[config.mk]
export PLATFORM = sky130hd
export DESIGN_NAME = cartridge_bank_mapper_core
export DESIGN_NICKNAME = d
export VERILOG_FILES = /design/src/rtl/core/cbm_pkg.sv /design/src/rtl/core/cbm_bank_regs.sv /design/src/rtl/core/cbm_translate.sv /design/src/rtl/core/cartridge_bank_mapper_core.sv
export SDC_FILE = /design/constraint.sdc
export NUM_CORES = 1
export LEC_CHECK = 0
export ABC_AREA = 1
export ABC_CLOCK_PERIOD_IN_PS = 3300
export BUFFER_PORTS_ARGS = -buffer_cell sky130_fd_sc_hd__buf_2
export CORE_MARGIN = 2
export CORE_UTILIZATION = 40
export DETAILED_ROUTE_END_ITERATION = 6
export GPL_TIMING_DRIVEN = 0
export HOLD_SLACK_MARGIN = 0.08
export PLACE_DENSITY_LB_ADDON = 0.15
export REMOVE_ABC_BUFFERS = 1
export SLEW_MARGIN = 0
export SYNTH_ARGS = -nofsm -noshare
export SYNTH_HDL_FRONTEND = slang
export SYNTH_SLANG_ARGS = --single-unit
[constraint.sdc]
create_clock -name clk -period 3.3 [get_ports clk]
set_input_delay 0 -clock clk [delete_from_list [all_inputs] [get_ports clk]]
set_output_delay 0 -clock clk [all_outputs]
set_load 0.05 [all_outputs]
[src/rtl/core/cbm_pkg.sv]
// Shared types, constants and clamp functions of the cartridge bank mapper.
`default_nettype none

package cbm_pkg;

	// Width of the ROM and RAM bank registers.
	localparam int ROM_BANK_BITS = 9;
	localparam int RAM_BANK_BITS = 4;

	// Widths of the bank count configuration registers.
	localparam int ROM_CNT_W = 10;
	localparam int RAM_CNT_W = 5;
	localparam int CFG_DATA_W = ROM_CNT_W;
	localparam int CFG_IDX_W = 2;
	localparam int PHYS_W = 23;

	localparam logic [ROM_CNT_W-1:0] ROM_MASK = ROM_CNT_W'((1 << ROM_BANK_BITS) - 1);
	localparam logic [RAM_CNT_W-1:0] RAM_MASK = RAM_CNT_W'((1 << RAM_BANK_BITS) - 1);
	localparam logic [7:0] RAM_MASK8 = 8'((1 << RAM_BANK_BITS) - 1);

	typedef enum logic [1:0] {
		CT_ROM_ONLY = 2'd0,
		CT_MBC1     = 2'd1,
		CT_MBC3     = 2'd2,
		CT_MBC5     = 2'd3
	} ctrl_t;

	typedef enum logic [CFG_IDX_W-1:0] {
		CFG_CTRL_TYPE = 2'd0,
		CFG_ROM_BANKS = 2'd1,
		CFG_RAM_BANKS = 2'd2
	} cfg_idx_t;

	typedef enum logic [2:0] {
		TGT_NONE      = 3'd0,
		TGT_ROM       = 3'd1,
		TGT_RAM       = 3'd2,
		TGT_RTC_REG   = 3'd3,
		TGT_RTC_LATCH = 3'd4
	} target_t;

	typedef struct packed {
		ctrl_t                ctrl;
		logic [ROM_CNT_W-1:0] rom_banks;
		logic [RAM_CNT_W-1:0] ram_count;
	} cfg_t;

	typedef struct packed {
		logic [ROM_BANK_BITS-1:0] rom_bank;
		logic [RAM_BANK_BITS-1:0] ram_sel;
		logic                     banking_mode;
		logic                     ram_en;
	} bank_state_t;

	typedef struct packed {
		target_t           tgt;
		logic [PHYS_W-1:0] phys;
		logic [2:0]        rtc_reg;
		logic              wr;
		logic [7:0]        data;
		logic              ram_en;
	} result_t;

	// Clamp a ROM bank number to the last bank present.
	function automatic logic [ROM_BANK_BITS-1:0] clamp_rom(input logic [15:0] v,
			input logic [ROM_CNT_W-1:0] banks);
		logic [ROM_CNT_W-1:0] lim;
		logic [ROM_CNT_W-1:0] vm;
		lim = (banks < ROM_CNT_W'(2)) ? ROM_CNT_W'(1) : banks - ROM_CNT_W'(1);
		if (lim > ROM_MASK)
			lim = ROM_MASK;
		vm = ROM_CNT_W'(v[ROM_BANK_BITS-1:0]);
		return (vm > lim) ? lim[ROM_BANK_BITS-1:0] : vm[ROM_BANK_BITS-1:0];
	endfunction

	// Clamp a RAM bank number to the last bank present; zero when there is no RAM.
	function automatic logic [RAM_BANK_BITS-1:0] clamp_ram(input logic [7:0] v,
			input logic [RAM_CNT_W-1:0] banks);
		logic [RAM_CNT_W-1:0] lim;
		logic [RAM_CNT_W-1:0] vm;
		lim = banks - RAM_CNT_W'(1);
		if (lim > RAM_MASK)
			lim = RAM_MASK;
		vm = RAM_CNT_W'(v[RAM_BANK_BITS-1:0]);
		if (banks == '0)
			return '0;
		return (vm > lim) ? lim[RAM_BANK_BITS-1:0] : vm[RAM_BANK_BITS-1:0];
	endfunction

endpackage

`default_nettype wire

[src/rtl/core/cbm_bank_regs.sv]
// Configuration registers and mapper bank registers with their write decode.
`default_nettype none

module cbm_bank_regs import cbm_pkg::*; (
	input  wire logic                  clk,
	input  wire logic                  arst_n,
	input  wire logic                  cfg_we,
	input  wire logic [CFG_IDX_W-1:0]  cfg_idx,
	input  wire logic [CFG_DATA_W-1:0] cfg_wdata,
	input  wire logic                  upd,
	input  wire logic                  op,
	input  wire logic [15:0]           addr,
	input  wire logic [7:0]            data,
	output cfg_t                       cfg,
	output bank_state_t                cur,
	output bank_state_t                nxt
);

	cfg_t        cfg_q;
	bank_state_t state_q;

	logic [4:0]  lo5;
	logic [7:0]  v8;

	assign cfg = cfg_q;
	assign cur = state_q;

	// Bank register writes, decoded per controller type.
	always_comb begin
		nxt = state_q;
		lo5 = data[4:0];
		v8  = data & RAM_MASK8;
		if (lo5 == 5'd0)
			lo5 = 5'd1;
		if (op) begin
			case (cfg_q.ctrl)
				CT_MBC1: begin
					case (addr) inside
						[16'h0000:16'h1FFF]: nxt.ram_en = (data == 8'h0A);
						[16'h2000:16'h3FFF]: nxt.rom_bank = clamp_rom(
							(16'(state_q.rom_bank) & ~16'h001F) | 16'(lo5), cfg_q.rom_banks);
						[16'h4000:16'h5FFF]: begin
							if (!state_q.banking_mode)
								nxt.rom_bank = clamp_rom((16'(state_q.rom_bank) & 16'h001F)
									| {9'd0, data[1:0], 5'd0}, cfg_q.rom_banks);
							else
								nxt.ram_sel = clamp_ram({6'd0, data[1:0]}, cfg_q.ram_count);
						end
						[16'h6000:16'h7FFF]: begin
							if (data[0]) begin
								nxt.rom_bank = ROM_BANK_BITS'(16'(state_q.rom_bank) & 16'h001F);
								nxt.banking_mode = 1'b1;
							end else begin
								nxt.ram_sel = '0;
								nxt.banking_mode = 1'b0;
							end
						end
						default: ;
					endcase
				end
				CT_MBC3: begin
					case (addr) inside
						[16'h0000:16'h1FFF]: nxt.ram_en = (data[3:0] == 4'hA);
						[16'h2000:16'h3FFF]: begin
							if (data[6:0] == 7'd0)
								nxt.rom_bank = clamp_rom(16'd1, cfg_q.rom_banks);
							else
								nxt.rom_bank = clamp_rom({9'd0, data[6:0]}, cfg_q.rom_banks);
						end
						[16'h4000:16'h5FFF]: begin
							// Values 8 to 15 select a clock register and are kept as written.
							if (v8[3])
								nxt.ram_sel = v8[RAM_BANK_BITS-1:0];
							else
								nxt.ram_sel = clamp_ram(v8, cfg_q.ram_count);
						end
						default: ;
					endcase
				end
				CT_MBC5: begin
					case (addr) inside
						[16'h0000:16'h1FFF]: nxt.ram_en = (data[3:0] == 4'hA);
						[16'h2000:16'h2FFF]: nxt.rom_bank = clamp_rom(
							(16'(state_q.rom_bank) & 16'h0100) | {8'd0, data}, cfg_q.rom_banks);
						[16'h3000:16'h3FFF]: nxt.rom_bank = clamp_rom(
							(16'(state_q.rom_bank) & 16'h00FF) | {7'd0, data[0], 8'd0},
							cfg_q.rom_banks);
						[16'h4000:16'h5FFF]: nxt.ram_sel = clamp_ram({4'd0, data[3:0]},
							cfg_q.ram_count);
						default: ;
					endcase
				end
				default: ;
			endcase
		end
	end

	always_ff @(posedge clk or negedge arst_n) begin
		if (!arst_n) begin
			cfg_q.ctrl      <= CT_ROM_ONLY;
			cfg_q.rom_banks <= ROM_CNT_W'(2);
			cfg_q.ram_count <= '0;
			state_q.rom_bank     <= ROM_BANK_BITS'(1);
			state_q.ram_sel      <= '0;
			state_q.banking_mode <= 1'b0;
			state_q.ram_en       <= 1'b0;
		end else begin
			if (cfg_we) begin
				case (cfg_idx)
					CFG_CTRL_TYPE: cfg_q.ctrl <= ctrl_t'(cfg_wdata[1:0]);
					CFG_ROM_BANKS: cfg_q.rom_banks <= cfg_wdata;
					CFG_RAM_BANKS: cfg_q.ram_count <= cfg_wdata[RAM_CNT_W-1:0];
					default: ;
				endcase
			end
			if (upd)
				state_q <= nxt;
		end
	end

endmodule

`default_nettype wire

[src/rtl/core/cbm_translate.sv]
// Address translation of one bus access into a ROM, RAM or clock target.
`default_nettype none

module cbm_translate import cbm_pkg::*; (
	input  wire logic        op,
	input  wire logic [15:0] addr,
	input  wire logic [7:0]  data,
	input  wire cfg_t        cfg,
	input  wire bank_state_t cur,
	input  wire bank_state_t nxt,
	output result_t          res
);

	logic       has_clock;
	logic [7:0] rb8;

	assign has_clock = (cfg.ctrl == CT_MBC3);
	assign rb8 = 8'(cur.ram_sel);

	always_comb begin
		res.tgt     = TGT_NONE;
		res.phys    = '0;
		res.rtc_reg = '0;
		res.wr      = 1'b0;

		if (op) begin
			if (has_clock && addr >= 16'h6000 && addr <= 16'h7FFF) begin
				res.tgt = TGT_RTC_LATCH;
				res.wr  = 1'b1;
			end
		end else if (addr <= 16'h3FFF) begin
			res.tgt  = TGT_ROM;
			res.phys = PHYS_W'(addr);
		end else if (addr <= 16'h7FFF) begin
			res.tgt  = TGT_ROM;
			res.phys = PHYS_W'({cur.rom_bank, addr[13:0]});
		end

		// The external RAM window; on the clock mapper a high bank selects a clock register.
		if (addr >= 16'hA000 && addr <= 16'hBFFF) begin
			if (has_clock && rb8[3]) begin
				res.tgt     = TGT_RTC_REG;
				res.phys    = '0;
				res.rtc_reg = rb8[2:0];
				res.wr      = op;
			end else if (cfg.ram_count != '0) begin
				res.tgt  = TGT_RAM;
				res.phys = PHYS_W'({cur.ram_sel, addr[12:0]});
				res.wr   = op;
			end
		end

		res.data   = res.wr ? data : 8'd0;
		res.ram_en = nxt.ram_en;
	end

endmodule

`default_nettype wire

[src/rtl/core/cartridge_bank_mapper_core.sv]
// Top level of the cartridge bank mapper: handshakes, pipeline registers and submodules.
`default_nettype none

// Channel   Handshake                 Word
// --------  ------------------------  -------------------------------------------------
// in        in_valid / in_ready       operation, bus_address, bus_data
// out       out_valid / out_ready     target, physical_address, rtc_register,
//                                     store_write, store_data, ram_enabled
// cfg       cfg_valid / cfg_ready     cfg_index, cfg_data
//
// A new input word is taken in every cycle unless the output stalls and both registers are full.
// An accepted word lands in the input register and is translated there; when it moves on, it
// updates the bank registers and is loaded into the result register, from which it leaves
// once the output takes it.
// A stalled output holds its word; the input register keeps filling until it too is
// blocked, so in_ready drops only when both registers hold words.
// Reset clears the valid flags, restores the configuration defaults and sets ROM bank one.
// Configuration writes are always taken (cfg_ready is tied high).

module cartridge_bank_mapper_core import cbm_pkg::*; (
	input  wire logic                  clk,
	input  wire logic                  arst_n,

	input  wire logic                  in_valid,
	output logic                       in_ready,
	input  wire logic                  operation,
	input  wire logic [15:0]           bus_address,
	input  wire logic [7:0]            bus_data,

	output logic                       out_valid,
	input  wire logic                  out_ready,
	output logic [2:0]                 target,
	output logic [PHYS_W-1:0]          physical_address,
	output logic [2:0]                 rtc_register,
	output logic                       store_write,
	output logic [7:0]                 store_data,
	output logic                       ram_enabled,

	input  wire logic                  cfg_valid,
	output logic                       cfg_ready,
	input  wire logic [CFG_IDX_W-1:0]  cfg_index,
	input  wire logic [CFG_DATA_W-1:0] cfg_data
);

	// Input register.
	logic        valid_s1;
	logic        op_s1;
	logic [15:0] addr_s1;
	logic [7:0]  data_s1;

	// Result register.
	logic        valid_s2;
	result_t     res_s2;

	logic        adv;
	cfg_t        cfg;
	bank_state_t cur_state;
	bank_state_t nxt_state;
	result_t     res;

	// The word in the input register moves on when the result register is free or drains.
	assign adv       = valid_s1 && (!valid_s2 || out_ready);
	assign in_ready  = !valid_s1 || adv;
	assign cfg_ready = 1'b1;

	cbm_bank_regs u_regs (
		.clk       (clk),
		.arst_n    (arst_n),
		.cfg_we    (cfg_valid),
		.cfg_idx   (cfg_index),
		.cfg_wdata (cfg_data),
		.upd       (adv),
		.op        (op_s1),
		.addr      (addr_s1),
		.data      (data_s1),
		.cfg       (cfg),
		.cur       (cur_state),
		.nxt       (nxt_state)
	);

	cbm_translate u_xlate (
		.op   (op_s1),
		.addr (addr_s1),
		.data (data_s1),
		.cfg  (cfg),
		.cur  (cur_state),
		.nxt  (nxt_state),
		.res  (res)
	);

	always_ff @(posedge clk or negedge arst_n) begin
		if (!arst_n) begin
			valid_s1 <= 1'b0;
			valid_s2 <= 1'b0;
		end else begin
			if (in_ready)
				valid_s1 <= in_valid;
			if (adv)
				valid_s2 <= 1'b1;
			else if (out_ready)
				valid_s2 <= 1'b0;
		end
	end

	// Payload registers carry no reset.
	always_ff @(posedge clk) begin
		if (in_valid && in_ready) begin
			op_s1   <= operation;
			addr_s1 <= bus_address;
			data_s1 <= bus_data;
		end
		if (adv)
			res_s2 <= res;
	end

	assign out_valid        = valid_s2;
	assign target           = res_s2.tgt;
	assign physical_address = res_s2.phys;
	assign rtc_register     = res_s2.rtc_reg;
	assign store_write      = res_s2.wr;
	assign store_data       = res_s2.data;
	assign ram_enabled      = res_s2.ram_en;

endmodule

`default_nettype wire

Word level (Yosys, flattened, before mapping)
Index checks and enable logic that the tools add are counted.
Storage, ports and cells
  register bits after elaboration: 98
  output and inout bits: 42
Operators by class
  add/subtract/negate cells: 2
  $lt $le $gt $ge: 24
  equal/unequal tests: 26
  mux-type cells: 130
  bitwise operators: 7
  reductions and logical operators: 32
Operator list (number)
  $mux W10: 31
  $mux W9: 18
  $mux W5: 20
  $mux W4: 21
  $mux W26: 2
  $mux W24: 2
  $gt A9 B10 Y1: 4
  $pmux W13 S3: 1
  $ge A16 B14 Y1 const B: 2
  $ge A16 B15 Y1 const B: 2
  $le A16 B14 Y1 const B: 2
  $le A16 B15 Y1 const B: 2
  $mux W30: 1
  $mux W1: 29
  $mux W23: 1
  $ne A2 B2 Y1 const B: 9
  $ge A16 B1 Y1 const B: 1
  $ge A16 B16 Y1 const B: 1
  $le A16 B13 Y1 const B: 1
  $le A16 B16 Y1 const B: 1
  $reduce_and A15 Y1: 1
  $logic_and A1 B1 Y1: 12
  $reduce_and A11 Y1: 1
  $gt A1 B10 Y1 const A: 1
  other kinds (38): 55

Depth between registers and ports, before layout
  depth after elaboration: 17
  gate-level depth with buffers: 26

Hierarchy
A second synthesis with hierarchy kept.
Second synthesis, totals
  cell total of the unflattened synthesis: 864
  area total of the unflattened synthesis: 6782.8 sq um
By module, submodules not included
  cbm_bank_regs: times used 1, cells an instance 683, area each 4267.8 sq um, sequential area each 803.3 sq um
  cartridge_bank_mapper_core: times used 1, cells an instance 78, area each 2028.2 sq um, sequential area each 1971.9 sq um
  cbm_translate: times used 1, cells an instance 103, area each 486.7 sq um, sequential area each 0.0 sq um

Least setup slack after synthesis
No wires, ideal clock.
  path kind: reg2reg
  start point: register u_regs.cfg_q, in the netlist u_regs.cfg[6]
  end point: register u_regs.state_q, in the netlist u_regs.cur[9]
  setup time: 113 ps
  arrival time: 3071 ps
  required time: 3187 ps
  path slack: 116 ps
  cell stages (with the launch flop): 24
  buffers on the path: 1
  clock period less this slack: 3184 ps
  path through: dfstp_2 > inv_1 > ha_1 > nand3_1 > nor2_1 > nand2_1 > nand2_1 > nor2_1 > inv_1 > nand2_1 > inv_1 > ha_1 > inv_1 > nor4_1 > o21ai_0 > nand3_1 > nand2_1 > buf_2 > o211ai_1 > nand2_1 > a31oi_1 > nand3_1 > nand2_1 > inv_1
On the way
  word-level cells in the longest chain between the ends: 17
  elaborated cells between the ends (all ways): 57
RTL lines
  from (decl): line cbm_bank_regs.sv:19  | cfg_t cfg_q;
  $sub A10 B1 Y10 or $lt A10 B2 Y1 (tied branches): line cbm_pkg.sv:69  | lim = (banks < ROM_CNT_W'(2)) ? ROM_CNT_W'(1) : banks - ROM_CNT_W'(1);
  $mux W10 (*): line cbm_pkg.sv:69
  $gt A10 B9 Y1: line cbm_pkg.sv:70  | if (lim > ROM_MASK)
  $mux W10 (*): line cbm_pkg.sv:70
  $mux W10: line cbm_bank_regs.sv:43  | if (!state_q.banking_mode)
  $mux W10 (3 in series): line cbm_bank_regs.sv:38  | case (addr) inside
  $mux W10: line cbm_bank_regs.sv:36  | case (cfg_q.ctrl)
  $mux W10: line cbm_bank_regs.sv:35  | if (op) begin
  $gt A9 B10 Y1: line cbm_pkg.sv:73  | return (vm > lim) ? lim[ROM_BANK_BITS-1:0] : vm[ROM_BANK_BITS-1:0];
  $mux W9: line cbm_pkg.sv:73
  $mux W9: line cbm_bank_regs.sv:43
  $mux W9 (3 in series): line cbm_bank_regs.sv:38
  $pmux W13 S3 (*): line cbm_bank_regs.sv:36
  to (signal assigned): line cbm_bank_regs.sv:117  | state_q <= nxt;
  to (decl): line cbm_bank_regs.sv:20  | bank_state_t state_q;
Mark *: on every way between the ends. The rest lies on a longest branch, timed or not. The select of a mux whose other input is x is not followed.
A chain may end at the register's enable or synchronous reset.

Final worst setup path
  start point: register u_regs.cfg_q, in the netlist u_regs.cfg[6]
  end point: register u_regs.state_q, in the netlist u_regs.cur[7]
Same word-level chain as after synthesis.

==> metrics.md <==
| Metric | Value |
|---|---|
| Layout cell share with drive strength beyond 1 | `0.249` |
| Power, Total | `5.01 mW` |
| CTS max path bufs | `2` |
| Setup-failing EPs final | `0` |
| Die Area | `0.0163 mm2` |
| Global-route wire length before repair | `28100 um` |
| CP Class | `flop to flop` |
| Clock Skew | `8.32 ps` |
| Adder-Cell Fraction of Synth Area | `0.0592` |
| Worst IR drop on VDD | `0.278 mV` |
| Worst R2R Start | `u_regs.cfg[6]` |
| PD cells | `631 mW/mm2` |
| Crit path time final | `3170 ps` |
| DR iter-0 viols | `418` |
| Cells after Synth | `766` |
| Clk root buf | `clkbuf_16` |
| Post-synthesis mux area share | `0.00184` |
| Crit path cell chain | `inv_2, nand2_1, nor2_1, nand2_4, inv_2, or2_4, nand2_4, inv_4, ha_4, nand2_1, o211ai_1, nand3_2, nand2_2, nand2_2, nand2_4, nand2_4, o211ai_1, nand2_1, nor2_2, a21boi_2` |
| Routed vias/inst | `5.15` |
| DR vias | `5717` |
| Die height | `128 um` |
| Setup TNS | `0 ps` |
| Crit path DAT | `3410 ps` |
| Ports | `84` |
| Clock network latency to the later pin of the worst-skew pair | `360 ps` |
| Core ar. | `0.0151 mm2` |
| Worst-path clk slew | `70 ps` |
| Worst-margin pin slew | `965 ps` |
| Worst Path Required | `3540 ps` |
| Worst r2r path cells | `20` |
| Worst path most repeated cell | `nand2_4` |
| CTS tree | `yes` |
| Syn-to-layout area delta | `29.4%` |
| Port bufs | `82` |
| Unrepaired setup endpoints after global routing | `yes` |
| # nets final | `988` |
| Final hold vios | `0` |
| Post-synth EDFFs | `64` |
| Detailed Place HPWL | `12900 um` |
| Status | `complete, no violations` |
| Xor and xnor area share after synthesis | `0.00428` |
| H-tree levels | `3` |
| Simple-gate share of the synthesized area | `0.303` |
| Post-route ant nets | `0` |
| Placer Congestion | `0.946` |
| Top_reg_cell synth | `edfxtp_1` |
| CTS sink cnt | `98` |
| Number of synthesized register bits | `98` |
| Max incr delay on CP | `560 ps` |
| Die width | `128 um` |
| Remaining DRCs | `0` |
| Synth async-reset ratio | `0.347` |
| Largest family of logic cells by synthesized area | `simple AND/OR/NAND/NOR gates` |
| Crit start category | `flop` |
| Rel. slew slack | `0.356` |
| Synth Warn # | `0` |
| Avg Cell Area, Syn | `8.01 um2` |
| N_diodes | `0` |
| 1st-pass router iterations | `4` |
| Stages on the worst setup path | `20` |
| Wire per inst | `16.2 um` |
| Buf+Inv Stages, Crit Path | `3` |
| Congestion Overflow GR | `0` |
| Post-synthesis cell area | `0.00613 mm2` |
| Crit path from | `u_regs.cfg[6]` |
| Leak | `3.78 nW` |
| Vias in the first global route | `5434` |
| Worst Path Max Fanout | `7` |
| Hold crit path type | `input port to asynchronous set/reset pin` |
| Crit path max-delay family | `simple AND/OR/NAND/NOR gates` |
| Post-synthesis sequential area ratio | `0.453` |
| Starting Density | `0.406` |
| Initial antenna violation count | `0` |
| Final period util | `0.960` |
| Fmax | `0.316 GHz` |
| Largest net degree at the start of global routing | `42` |
| Count of cell types in the netlist | `48` |
| CTS Buf Count | `9` |
| Slowest-stage cell, CP | `dfstp_2` |
| Post-synthesis compound-gate area fraction | `0.0928` |
| GRT Total Usage | `0.224` |
| Max cap viols | `0` |
| Crit end category | `flop` |
| Final Max Slew Viols | `0` |
| Post-Route WL | `18000 um` |
| Rows | `45` |
-- power by group --
| part | internal (mW) | switching (mW) |
|---|---|---|
| Clock | 0.551 | 0.503 |
| Combinational | 0.756 | 1.44 |
| Sequential | 1.56 | 0.203 |
-- cells by family (layout without fill, tap and decap cells) --
kind of cell / count (synthesis) / count (layout)
AOI/OAI and AO/OA: 96 / 96
xor gates and xnor gates: 3 / 3
adders and majority gates: 29 / 29
buffers and inverters: 132 / 286
DFF: 98 / 98
muxes: 1 / 1
other: 1 / 1
and+or+nand+nor: 406 / 408
-- registers in the layout, summed over array words and instances (netlist names), named ones only --
name and cells:
store_write 1, valid_s1 1, rtc_register 3, physical_address 23
out_valid 1, u_regs.cur 11, u_regs.cfg 17, ram_enabled 1
target 3, store_data 8, op_s1 1, addr_s1 16
data_s1 8
-- routing by layer --
| metal | vias to the layer above | global-route usage | part of all wire |
|---|---|---|---|
| li1 | 2847 | - | - |
| met1 | 2641 | 0.308 | 0.45 |
| met2 | 197 | 0.355 | 0.46 |
| met3 | 32 | 0.0334 | 0.061 |
| met4 | 0 | 0.0918 | 0.024 |
| met5 | - | 0 | 0 |
-- path summary, 6_finish.rpt --
kind,end,slack [ps]
worst min register to register,u_regs.cfg[1],490
max in group asynchronous,u_regs.cfg[8],2420
worst max-delay path,u_regs.cur[7],130
min in group clk,op_s1,350
worst max register to register,u_regs.cur[7],130
worst min-delay path,u_regs.cfg[16],280
-- placed cells by master, fill, tap and decap left out, drive strengths merged, types with 4 or more instances in the layout --
cell	n
a31oi	4
o21ai	35
dfrtp	32
nand3	82
clkbuf	10
a21oi	38
o211ai	5
nor3	5
edfxtp	64
inv	120
ha	29
nand2	200
nand4	11
nor4	6
nor2	101
dlygate4sd3	43
buf	110
-- synth_stat cells (4+ instances only) --
cell type,instances,share of area
o21ai_1,5,0.0041
nand4_1,11,0.011
o211ai_1,4,0.0049
nand2_1,180,0.11
inv_1,103,0.063
nand2_2,13,0.013
nor2_2,5,0.0051
clkbuf_1,10,0.0061
edfxtp_1,64,0.31
nand3_2,4,0.0065
ha_1,29,0.059
nor3_1,4,0.0033
inv_2,12,0.0073
nor2_4,4,0.0073
nor4_1,6,0.0061
nand3_1,76,0.062
dfrtp_1,32,0.13
o21ai_0,30,0.024
nand2_4,4,0.0073
a31oi_1,4,0.0041
nor2_1,92,0.056
a21oi_1,36,0.029
-- stage by stage --
stage | util | cell area, um2 | hold WS [ps] | cells | setup WS [ps]
floorplan | - | 6040 | -296 | 751 | 124
global placement | 0.443 | 6690 | 143 | 1021 | -887
detailed placement | 0.443 | 6690 | 157 | 1021 | -863
CTS | 0.503 | 7590 | 305 | 1089 | 11.1
global route | 0.526 | 7940 | 344 | 1110 | -34.7
finish | 0.526 | 7940 | 285 | 1110 | 132
-- layout make-up --
| type | instances | area [um2] |
|---|---|---|
| inverters | 117 | 449 |
| fillers | 1418 | 7150 |
| well taps | 188 | 235 |
| clock inverters | 6 | 56.3 |
| flip-flops and latches | 98 | 2780 |
| repair buffers | 153 | 1070 |
| clock buffers | 10 | 239 |
| multi-input cells | 538 | 3110 |
-- timing repair --
action	CTS	global route
cloned	1	1
resized for setup	27	50
hold buffers	43	0
buffers inserted	8	20
setup endpoints to repair	9	24
endpoints found under the hold margin	76	0
pin swaps	7	22
No activity file was read; power rests on OpenSTA's default activity.
